File: src/rtl/host_bridge_config_space_defines.svh
`ifndef HOST_BRIDGE_CONFIG_SPACE_DEFINES_SVH
`define HOST_BRIDGE_CONFIG_SPACE_DEFINES_SVH

// Concurrent check: consequent must hold in the same cycle as the antecedent.
`define HBCS_ASSERT_NOW(label, clk, rst, ante, cons) \
   label: assert property (@(posedge clk) disable iff (rst) (ante) |-> (cons)) \
      else $error("hbcs: same-cycle check failed");

// Concurrent check: consequent must hold in the cycle after the antecedent.
`define HBCS_ASSERT_NEXT(label, clk, rst, ante, cons) \
   label: assert property (@(posedge clk) disable iff (rst) (ante) |=> (cons)) \
      else $error("hbcs: next-cycle check failed");

`endif

File: src/rtl/hbcs_pkg.sv
package hbcs_pkg;

   localparam int unsigned SPACE_DEPTH  = 256;
   localparam int unsigned SPACE_ADDR_W = 8;
   localparam int unsigned BYTE_W       = 8;

   // operation codes
   localparam logic [1:0] OP_READ       = 2'd0;
   localparam logic [1:0] OP_WRITE      = 2'd1;
   localparam logic [1:0] OP_INIT       = 2'd2;
   localparam logic [1:0] OP_SOFT_RESET = 2'd3;

   // special offsets
   localparam logic [7:0] ADDR_COMMAND    = 8'h04;
   localparam logic [7:0] ADDR_STATUS_LO  = 8'h06;
   localparam logic [7:0] ADDR_CACHE_LINE = 8'h0C;
   localparam logic [7:0] ADDR_BAR_LO     = 8'h10;
   localparam logic [7:0] ADDR_BAR_HI     = 8'h33;
   localparam logic [7:0] ADDR_PAM_LO     = 8'h59;
   localparam logic [7:0] ADDR_PAM_HI     = 8'h5F;
   localparam logic [7:0] ADDR_SMRAM      = 8'h72;

   localparam int unsigned PAM_BYTES = 7;

   // command byte rules per chipset
   localparam logic [7:0] CMD_MASK_MODE0  = 8'h40;
   localparam logic [7:0] CMD_FORCE_MODE0 = 8'h06;
   localparam logic [7:0] CMD_MASK_MODE1  = 8'h02;
   localparam logic [7:0] CMD_FORCE_MODE1 = 8'h04;

   // SMRAM byte rules
   localparam logic [7:0] SMRAM_WR_MASK  = 8'h78;
   localparam logic [7:0] SMRAM_FORCE    = 8'h02;
   localparam logic [7:0] SMRAM_OPEN_CLR = 8'hBF;
   localparam logic [7:0] SMRAM_LOCK     = 8'h10;

   // init / default table: identity entries first, reset defaults from DEFAULTS_START
   localparam int unsigned TABLE_LEN      = 29;
   localparam int unsigned TABLE_IDX_W    = 5;
   localparam int unsigned DEFAULTS_START = 6;

   localparam logic [7:0] TABLE_ADDR [TABLE_LEN] = '{
      8'h00, 8'h01, 8'h0B, 8'h02, 8'h03, 8'h08,
      8'h04, 8'h05, 8'h06, 8'h07, 8'h0D, 8'h0F,
      8'h50, 8'h51, 8'h52, 8'h53, 8'h54, 8'h55, 8'h56, 8'h57, 8'h58,
      8'h59, 8'h5A, 8'h5B, 8'h5C, 8'h5D, 8'h5E, 8'h5F,
      8'h72
   };

   localparam logic [7:0] TABLE_DATA_MODE0 [TABLE_LEN] = '{
      8'h86, 8'h80, 8'h06, 8'h37, 8'h12, 8'h00,
      8'h06, 8'h00, 8'h80, 8'h02, 8'h00, 8'h00,
      8'h00, 8'h01, 8'h00, 8'h80, 8'h00, 8'h00, 8'h00, 8'h01, 8'h10,
      8'h00, 8'h00, 8'h00, 8'h00, 8'h00, 8'h00, 8'h00,
      8'h02
   };

   localparam logic [7:0] TABLE_DATA_MODE1 [TABLE_LEN] = '{
      8'h86, 8'h80, 8'h06, 8'h22, 8'h01, 8'h02,
      8'h06, 8'h00, 8'h00, 8'h02, 8'h00, 8'h00,
      8'h00, 8'h01, 8'h00, 8'h80, 8'h00, 8'h00, 8'h00, 8'h01, 8'h00,
      8'h00, 8'h00, 8'h00, 8'h00, 8'h00, 8'h00, 8'h00,
      8'h02
   };

   typedef struct packed {
      logic [1:0]  operation;
      logic [7:0]  address;
      logic [31:0] write_data;
      logic [2:0]  byte_count;
   } hbcs_req_type;

   typedef struct packed {
      logic [31:0] read_data;
      logic [12:0] pam_read_map;
      logic [12:0] pam_write_map;
      logic        mapping_changed;
      logic        smram_enabled;
      logic        smram_open;
      logic        smram_closed;
      logic        smram_conflict;
   } hbcs_rsp_type;

endpackage

File: src/rtl/hbcs_ram.sv
module hbcs_ram #(
   parameter int unsigned WIDTH = 8,
   parameter int unsigned DEPTH = 256
) (
   input  logic                     clock,
   input  logic                     wr_en,
   input  logic [$clog2(DEPTH)-1:0] wr_addr,
   input  logic [WIDTH-1:0]         wr_data,
   input  logic [$clog2(DEPTH)-1:0] rd_addr,
   output logic [WIDTH-1:0]         rd_data
);

   logic [WIDTH-1:0] mem_ff [DEPTH];
   logic [WIDTH-1:0] rd_data_ff;

   always_ff @(posedge clock) begin
      if (wr_en) begin
         mem_ff[wr_addr] <= wr_data;
      end
      rd_data_ff <= mem_ff[rd_addr];
   end

   assign rd_data = rd_data_ff;

endmodule

File: src/rtl/host_bridge_config_space.sv
// Channel  Direction  Handshake             Payload
// req      in         req_valid/req_stall   hbcs_req_type (operation, address, data, count)
// rsp      out        rsp_valid/rsp_stall   hbcs_rsp_type (read data, PAM maps, SMRAM state)
// csr      in         csr_write_enable      csr_write_data (chipset mode)
//
// Operation: one item at a time, stepped by a small sequencer round one byte store port.
//   Reads issue then capture each byte, as the RAM read is registered; soft reset and
//   full init write one table entry per cycle.
// Reset: synchronous; clears the valid bits, PAM and SMRAM bytes and the mode register.
// Stalls: req_stall is high from acceptance until the result is parked in the output
//   register; a stalled result only holds up the sequencer's final step.
`include "host_bridge_config_space_defines.svh"

module host_bridge_config_space import hbcs_pkg::*; (
   input  logic         clock,
   input  logic         reset,
   input  logic         req_valid,
   output logic         req_stall,
   input  hbcs_req_type req_payload,
   output logic         rsp_valid,
   input  logic         rsp_stall,
   output hbcs_rsp_type rsp_payload,
   input  logic         csr_write_enable,
   input  logic         csr_write_data
);

   // sequencer states
   localparam logic [2:0] ST_IDLE        = 3'd0;
   localparam logic [2:0] ST_READ_ISSUE  = 3'd1;
   localparam logic [2:0] ST_READ_CAPT   = 3'd2;
   localparam logic [2:0] ST_WRITE       = 3'd3;
   localparam logic [2:0] ST_TABLE       = 3'd4;
   localparam logic [2:0] ST_DONE        = 3'd5;

   // control
   logic [2:0]              state_ff, state_in;
   logic                    mode_ff, mode_in;
   logic                    rsp_valid_ff, rsp_valid_in;
   logic [SPACE_DEPTH-1:0]  valid_ff, valid_in;      // RAM entry written since clear
   logic [7:0]              pam_ff [PAM_BYTES];       // 0x59..0x5F held in flops
   logic [7:0]              pam_in [PAM_BYTES];
   logic [7:0]              smram_ff, smram_in;       // 0x72 held in a flop

   // item context
   logic [1:0]              op_ff, op_in;
   logic [7:0]              addr_ff, addr_in;
   logic [31:0]             wdata_ff, wdata_in;
   logic [2:0]              count_ff, count_in;
   logic [2:0]              byte_idx_ff, byte_idx_in;
   logic [TABLE_IDX_W-1:0]  tab_idx_ff, tab_idx_in;
   logic [31:0]             rdata_ff, rdata_in;
   logic                    changed_ff, changed_in;
   hbcs_rsp_type            rsp_payload_ff, rsp_payload_in;

   // byte datapath
   logic [8:0]              byte_addr;
   logic                    byte_live;
   logic [7:0]              lane_data;
   logic                    cap_is_pam;
   logic [2:0]              cap_pam_sel;
   logic [7:0]              cap_val;

   // the one store port
   logic                    st_en;
   logic [7:0]              st_addr;
   logic [7:0]              st_data;
   logic                    st_is_pam;
   logic [2:0]              st_pam_sel;

   logic                    ram_we;
   logic [7:0]              ram_q;

   logic [7:0]              wr_cmd;
   logic [7:0]              wr_smram;
   logic [12:0]             rmap;
   logic [12:0]             wmap;
   logic                    req_accept;

   hbcs_ram #(
      .WIDTH (BYTE_W),
      .DEPTH (SPACE_DEPTH)
   ) u_ram (
      .clock   (clock),
      .wr_en   (ram_we),
      .wr_addr (st_addr),
      .wr_data (st_data),
      .rd_addr (byte_addr[7:0]),
      .rd_data (ram_q)
   );

   assign req_stall   = (state_ff != ST_IDLE);
   assign req_accept  = req_valid && !req_stall;
   assign rsp_valid   = rsp_valid_ff;
   assign rsp_payload = rsp_payload_ff;

   // current byte: address + index, bit 8 marks past the end of the space
   assign byte_addr = {1'b0, addr_ff} + {6'd0, byte_idx_ff};
   assign byte_live = (byte_idx_ff < count_ff) && !byte_addr[8];
   assign lane_data = wdata_ff[{byte_idx_ff[1:0], 3'b000} +: 8];

   // read source: flop-held bytes, else RAM if written since clear, else zero
   assign cap_is_pam  = (byte_addr[7:0] >= ADDR_PAM_LO) && (byte_addr[7:0] <= ADDR_PAM_HI);
   assign cap_pam_sel = 3'(byte_addr[7:0] - ADDR_PAM_LO);

   always_comb begin
      if (cap_is_pam) begin
         cap_val = pam_ff[cap_pam_sel];
      end else if (byte_addr[7:0] == ADDR_SMRAM) begin
         cap_val = smram_ff;
      end else if (valid_ff[byte_addr[7:0]]) begin
         cap_val = ram_q;
      end else begin
         cap_val = 8'h00;
      end
   end

   // write rules for the command and SMRAM bytes
   assign wr_cmd = mode_ff ? ((lane_data & CMD_MASK_MODE1) | CMD_FORCE_MODE1)
                           : ((lane_data & CMD_MASK_MODE0) | CMD_FORCE_MODE0);

   always_comb begin
      wr_smram = (lane_data & SMRAM_WR_MASK) | SMRAM_FORCE;
      if ((smram_ff & SMRAM_LOCK) != 8'h00) begin
         // locked: open bit cannot be set, lock stays
         wr_smram = (wr_smram & SMRAM_OPEN_CLR) | SMRAM_LOCK;
      end
   end

   // store request
   always_comb begin
      st_en   = 1'b0;
      st_addr = byte_addr[7:0];
      st_data = lane_data;
      if (state_ff == ST_WRITE && byte_live) begin
         st_en = 1'b1;
         if (byte_addr[7:0] == ADDR_COMMAND) begin
            st_data = wr_cmd;
         end else if (byte_addr[7:0] == ADDR_STATUS_LO || byte_addr[7:0] == ADDR_CACHE_LINE) begin
            st_en = 1'b0;
         end else if (byte_addr[7:0] == ADDR_SMRAM) begin
            st_data = wr_smram;
         end
      end else if (state_ff == ST_TABLE) begin
         st_en   = 1'b1;
         st_addr = TABLE_ADDR[tab_idx_ff];
         st_data = mode_ff ? TABLE_DATA_MODE1[tab_idx_ff] : TABLE_DATA_MODE0[tab_idx_ff];
      end
   end

   assign st_is_pam  = (st_addr >= ADDR_PAM_LO) && (st_addr <= ADDR_PAM_HI);
   assign st_pam_sel = 3'(st_addr - ADDR_PAM_LO);
   assign ram_we     = st_en && !st_is_pam && (st_addr != ADDR_SMRAM);

   // PAM maps from the flop copies
   always_comb begin
      for (int k = 0; k < 6; k++) begin
         rmap[2*k]     = pam_ff[k+1][0];
         rmap[2*k + 1] = pam_ff[k+1][4];
         wmap[2*k]     = pam_ff[k+1][1];
         wmap[2*k + 1] = pam_ff[k+1][5];
      end
      rmap[12] = pam_ff[0][4];
      wmap[12] = pam_ff[0][5];
   end

   // sequencer
   always_comb begin
      state_in       = state_ff;
      mode_in        = mode_ff;
      rsp_valid_in   = rsp_valid_ff;
      valid_in       = valid_ff;
      pam_in         = pam_ff;
      smram_in       = smram_ff;
      op_in          = op_ff;
      addr_in        = addr_ff;
      wdata_in       = wdata_ff;
      count_in       = count_ff;
      byte_idx_in    = byte_idx_ff;
      tab_idx_in     = tab_idx_ff;
      rdata_in       = rdata_ff;
      changed_in     = changed_ff;
      rsp_payload_in = rsp_payload_ff;

      if (csr_write_enable) begin
         mode_in = csr_write_data;
      end

      if (rsp_valid_ff && !rsp_stall) begin
         rsp_valid_in = 1'b0;
      end

      // apply the store port
      if (st_en) begin
         if (st_is_pam) begin
            pam_in[st_pam_sel] = st_data;
            if (state_ff == ST_WRITE && pam_ff[st_pam_sel] != st_data) begin
               changed_in = 1'b1;
            end
         end else if (st_addr == ADDR_SMRAM) begin
            smram_in = st_data;
         end else begin
            valid_in[st_addr] = 1'b1;
         end
      end

      case (state_ff)
         ST_IDLE: begin
            if (req_accept) begin
               op_in       = req_payload.operation;
               addr_in     = req_payload.address;
               wdata_in    = req_payload.write_data;
               count_in    = (req_payload.byte_count > 3'd4) ? 3'd4 : req_payload.byte_count;
               byte_idx_in = 3'd0;
               rdata_in    = 32'd0;
               changed_in  = 1'b0;
               case (req_payload.operation)
                  OP_READ: begin
                     state_in = ST_READ_ISSUE;
                  end
                  OP_WRITE: begin
                     // an access starting in the BAR window is dropped whole
                     if (req_payload.address >= ADDR_BAR_LO
                         && req_payload.address <= ADDR_BAR_HI) begin
                        count_in = 3'd0;
                     end
                     state_in = ST_WRITE;
                  end
                  OP_INIT: begin
                     valid_in   = '0;
                     tab_idx_in = '0;
                     state_in   = ST_TABLE;
                  end
                  default: begin
                     tab_idx_in = TABLE_IDX_W'(DEFAULTS_START);
                     state_in   = ST_TABLE;
                  end
               endcase
            end
         end
         ST_READ_ISSUE: begin
            state_in = byte_live ? ST_READ_CAPT : ST_DONE;
         end
         ST_READ_CAPT: begin
            rdata_in[{byte_idx_ff[1:0], 3'b000} +: 8] = cap_val;
            byte_idx_in = byte_idx_ff + 3'd1;
            state_in    = ST_READ_ISSUE;
         end
         ST_WRITE: begin
            if (byte_live) begin
               byte_idx_in = byte_idx_ff + 3'd1;
            end else begin
               state_in = ST_DONE;
            end
         end
         ST_TABLE: begin
            if (tab_idx_ff == TABLE_IDX_W'(TABLE_LEN - 1)) begin
               state_in = ST_DONE;
            end else begin
               tab_idx_in = tab_idx_ff + 1'b1;
            end
         end
         ST_DONE: begin
            // park the result once the output register is free
            if (!rsp_valid_ff || !rsp_stall) begin
               rsp_payload_in.read_data       = (op_ff == OP_READ) ? rdata_ff : 32'd0;
               rsp_payload_in.pam_read_map    = rmap;
               rsp_payload_in.pam_write_map   = wmap;
               rsp_payload_in.mapping_changed = changed_ff;
               rsp_payload_in.smram_enabled   = smram_ff[3];
               rsp_payload_in.smram_open      = smram_ff[6];
               rsp_payload_in.smram_closed    = smram_ff[5];
               rsp_payload_in.smram_conflict  = smram_ff[3] & smram_ff[6] & smram_ff[5];
               rsp_valid_in = 1'b1;
               state_in     = ST_IDLE;
            end
         end
         default: begin
            state_in = ST_IDLE;
         end
      endcase
   end

   // control registers
   always_ff @(posedge clock) begin
      if (reset) begin
         state_ff     <= ST_IDLE;
         mode_ff      <= 1'b0;
         rsp_valid_ff <= 1'b0;
         valid_ff     <= '0;
         pam_ff       <= '{default: 8'h00};
         smram_ff     <= 8'h00;
      end else begin
         state_ff     <= state_in;
         mode_ff      <= mode_in;
         rsp_valid_ff <= rsp_valid_in;
         valid_ff     <= valid_in;
         pam_ff       <= pam_in;
         smram_ff     <= smram_in;
      end
   end

   // item context, no reset needed
   always_ff @(posedge clock) begin
      op_ff          <= op_in;
      addr_ff        <= addr_in;
      wdata_ff       <= wdata_in;
      count_ff       <= count_in;
      byte_idx_ff    <= byte_idx_in;
      tab_idx_ff     <= tab_idx_in;
      rdata_ff       <= rdata_in;
      changed_ff     <= changed_in;
      rsp_payload_ff <= rsp_payload_in;
   end

   // checks
   `HBCS_ASSERT_NEXT(a_busy_after_accept, clock, reset, req_accept, req_stall)
   `HBCS_ASSERT_NEXT(a_rsp_only_from_done, clock, reset,
                     (state_ff != ST_DONE) && !rsp_valid_ff, !rsp_valid_ff)
   `HBCS_ASSERT_NEXT(a_smram_lock_sticks, clock, reset,
                     smram_ff[4] && (state_ff != ST_TABLE), smram_ff[4])
   `HBCS_ASSERT_NOW(a_table_index_range, clock, reset,
                    state_ff == ST_TABLE, tab_idx_ff < TABLE_IDX_W'(TABLE_LEN))

endmodule
File: config.mk
export PLATFORM = sky130hd
export DESIGN_NAME = host_bridge_config_space
export DESIGN_NICKNAME = d
export VERILOG_FILES = /design/src/rtl/hbcs_pkg.sv /design/src/rtl/hbcs_ram.sv /design/src/rtl/host_bridge_config_space.sv
export VERILOG_INCLUDE_DIRS = /design/src /design/src/rtl
export SDC_FILE = /design/constraint.sdc
export NUM_CORES = 2
export LEC_CHECK = 0
export ABC_CLOCK_PERIOD_IN_PS = 20500
export BUFFER_PORTS_ARGS = -buffer_cell sky130_fd_sc_hd__buf_2
export CORE_MARGIN = 5
export CORE_UTILIZATION = 45
export CTS_CLUSTER_SIZE = 30
export DETAILED_ROUTE_END_ITERATION = 12
export SYNTH_ARGS = -nofsm -noshare
export SYNTH_HDL_FRONTEND = slang
export SYNTH_SLANG_ARGS = --single-unit
File: constraint.sdc
create_clock -name clock -period 20.5 [get_ports clock]
set_clock_uncertainty 0.1 [all_clocks]
set_input_delay 4.1 -clock clock [delete_from_list [all_inputs] [get_ports clock]]
set_output_delay 4.1 -clock clock [all_outputs]
set_load 0.02 [all_outputs]
==> metrics.md <==
| Metric | Value |
|---|---|
| Status | `finished with violations` |
| Failing checks | `slew limit` |
| First-pass GRT wire length | `376000 um` |
| # Post-CTS Setup Buffers | `0` |
| Total die area | `between 200000 and 250000 um^2` |
| Area leader, netlist | `edfxtp_1` |
| XOR/XNOR Fraction of Synth Area | `0.190%` |
| Routability-driven placement congestion ratio | `~0.83` |
| Synth Register Bits | `roughly 2500` |
| Share of post-route cells with drive strength above 1 | `approximately 25%` |
| Period utilization | `roughly 38%` |
| Site row count | `173` |
| CP Max Fanout | `46` |
| Die width | `481 um` |
| Hold Crit Depth | `1` |
| Worst VDD drop | `roughly 0.28 mV` |
| Later-pin clock latency in the skew report | `0.92 ns` |
| Worst R2R Path Depth | `14` |
| CTS tree | `done` |
| DP Wirelength | `154000 um` |
| Vias | `around 52000` |
| Synth top area share | `roughly two thirds` |
| Largest cells by area after synthesis | `edfxtp_1, mux4_2, dfxtp_1` |
| DRT Wirelength | `~260000 um` |
| Post-route ant nets | `0` |
| Final setup viols | `0` |
| Crit path max-delay family | `buffers and inverters` |
| Tightest Hold Check Type | `reg2reg` |
| Simple logic cell fraction of the synthesized area | `around 3.8%` |
| Vias in the first global route | `~52000` |
| Fmax | `roughly 130 MHz` |
| IO buf count | `around 120` |
| Yosys warns | `0` |
| Initial Util | `45.1%` |
| CP peak stage delay | `around 0.83 ns` |
| Crit-path most repeated cell | `buf_4` |
| Worst-Margin Slew | `between 1.5 and 2 ns` |
| # Max-Cap Violations | `0` |
| Layout overhead on the synthesized area | `12.8%` |
| H-tree levels | `5` |
| Buf+Inv Stages, Crit Path | `6` |
| Ys async rst share | `0%` |
| Worst Path Arrival | `~8.3 ns` |
| Multiplexer share of the synthesized area | `16.1%` |
| Final instance area | `113000 um^2` |
| Max transition margin | `-8.45%` |
| Pwr/cell area | `between 150 and 200 nW/um^2` |
| Leak | `about 36 nW` |
| Number of vias per cell | `6.05` |
| Die height | `slightly below 500 um` |
| CTS Hold Bufs | `0` |
| Synthesized instance count | `roughly 5200` |
| Initial antenna violation count | `10` |
| Adder-Cell Fraction of Synth Area | `0.383%` |
| Most used DFF post-synth | `edfxtp_1` |
| RSZ-0062 raised after global routing | `false` |
| Hold Violations, Final | `0` |
| Total power | `19.7 mW` |
| Post-synth EDFFs | `between 2000 and 2500` |
| Crit start category | `register` |
| Area fraction in compound gates after synthesis | `under 10%` |
| Syn avg cell area | `19.3 um^2` |
| Synth Cell Area | `between 90000 and 100000 um^2` |
| Crit path time final | `~7.7 ns` |
| Highest-delay cell along the critical path | `buf_4` |
| GRT Resource Usage Total | `roughly 22%` |
| Post-Route Setup TNS | `0 ns` |
| Drt drc | `0` |
| Drt pass-1 iters | `8` |
| Ports | `around 120` |
| Final hold slack | `between 0.3 and 0.4 ns` |
| Setup WS pre-CTS | `about 13 ns` |
| Reg2reg setup slack | `about 13 ns` |
| Synth cell types | `a little under 90` |
| Clock-pin slew on the worst setup and hold paths | `around 0.060 ns` |
| Cell area after placement | `104000 um^2` |
| CP endpoint kind | `register` |
| Clock Sinks | `roughly 2500` |
| Nets@finish | `5501` |
| Final critical-path setup slack | `12.81 ns` |
| Drt initial violations | `6118` |
| CTS Buf Count | `277` |
| Post_cts resized | `0` |
| Largest net degree at the start of global routing | `259` |
| WL/cell | `30.3 um` |
| Fin. max-slew vios | `100` |
| Kind of critical path | `reg2reg` |
| Root Driver | `clkbuf_16` |
| Core Area | `between 200000 and 250000 um^2` |
| Sequential share of the synthesized area | `72.7%` |
| Req. time, crit path | `21.06 ns` |
| Largest family of logic cells by synthesized area | `multiplexers` |
| CTS max path bufs | `4` |
| Critical-path cell list | `ha_4, buf_4, buf_4, buf_4, buf_4, buf_4, mux4_2, mux4_2, nand2_1, o311ai_0, a21oi_1, a211oi_4, buf_4, a31o_1` |
| Worst path depth | `14` |
| Remaining Overflow, GRT | `0` |
[worst paths after layout]
| kind | startpoint | to |
|---|---|---|
| worst max register to register | byte_idx_ff[0]$_SDFFCE_PN0P_ | rdata_ff[29]$_SDFFCE_PN0P_ |
| worst min register to register | valid_ff[43]$_SDFF_PP0_ | valid_ff[43]$_SDFF_PP0_ |
| worst min-delay path | valid_ff[43]$_SDFF_PP0_ | valid_ff[43]$_SDFF_PP0_ |
| worst max-delay path | byte_idx_ff[0]$_SDFFCE_PN0P_ | rdata_ff[29]$_SDFFCE_PN0P_ |
[flip-flops by register name, summed over array words and instances, names as in the netlist, 3 cells and up]
register and cells:
state_ff 3, u_ram.rd_data 8, rdata_ff 32, wdata_ff 32, smram_ff 8, byte_idx_ff 3, tab_idx_ff 5, u_ram.mem_ff 2048
addr_ff 8, pam_ff 56, count_ff 3, rsp_payload 63, valid_ff 256
[stage by stage]
stage	util [%]	instances
6_report	50.9	8597
5_1_grt	50.9	8592
4_1_cts	50.9	8591
3_5_place_dp	47.0	8116
3_3_place_gp	47.0	8114
2_1_floorplan	-	5227
[cells in the final DEF (no fill, tap or decap), drive strengths merged, types with 16 or more instances in the layout]
cell type,count
o21ai,160
clkbuf,382
and3,17
a31oi,18
conb,48
nor2b,18
dfxtp,334
nand2,167
a21oi,65
and2,47
bufinv,16
nor3,39
nor2,301
nand3b,66
inv,35
o211ai,40
mux4,674
a31o,34
a32oi,47
edfxtp,2196
xnor2,17
mux2i,79
ha,29
o21a,252
nand3,47
buf,246
clkinv,64
[power breakdown]
part	switching (mW)	internal, mW
registers	0.121	6.86
clock network	1.93	2.81
logic	5.28	2.71
total	7.33	12.4
[routing by layer]
| layer | wire length [um] | vias up | track usage, % |
|---|---|---|---|
| met2 | 122000 | 2307 | 35.0 |
| li1 | - | 21700 | - |
| met4 | 8410 | 4 | 7.24 |
| met1 | 108000 | 27600 | 32.0 |
| met3 | 21300 | 452 | 4.32 |
| met5 | 27 | - | 0 |
[cell usage after synthesis, drive strengths merged, types with 5 or more instances]
library cell	count
a211oi	8
a21oi	65
a221o	5
a221oi	7
a22oi	12
a311oi	5
a31o	34
a31oi	18
a32o	11
a32oi	47
and2	47
and3	17
buf	196
clkbuf	136
dfxtp	334
edfxtp	2196
ha	29
inv	27
mux2	5
mux2i	79
mux4	674
nand2	167
nand2b	13
nand3	47
nand3b	66
nand4	6
nor2	301
nor2b	18
nor3	39
nor4	7
o211ai	40
o21a	252
o21ai	160
o221ai	7
o22ai	6
o311ai	9
o31ai	7
or2	8
or3	7
xnor2	17
[kinds of logic (layout without fill, tap and decap cells)]
logic type / count (synthesis) / after routing
other: 1 / 54
buffers and inverters: 359 / 748
xor gates and xnor gates: 20 / 20
AOI/OAI and AO/OA: 723 / 723
and+or+nand+nor: 759 / 759
adders and majority gates: 30 / 30
DFF: 2530 / 2530
muxes: 758 / 758
[layout make-up]
class / instances / area (um^2)
Multi-Input combinational cell: 2338 / 26000
Sequential cell: 2530 / 72600
Inverter: 27 / 101
Antenna cell: 6 / 15.0
Timing Repair Buffer: 246 / 1650
Clock inverter: 93 / 866
Fill cell: 17600 / 109000
Tap cell: 2975 / 3720
Clock buffer: 382 / 7690
(Power assumes the default switching activity.)
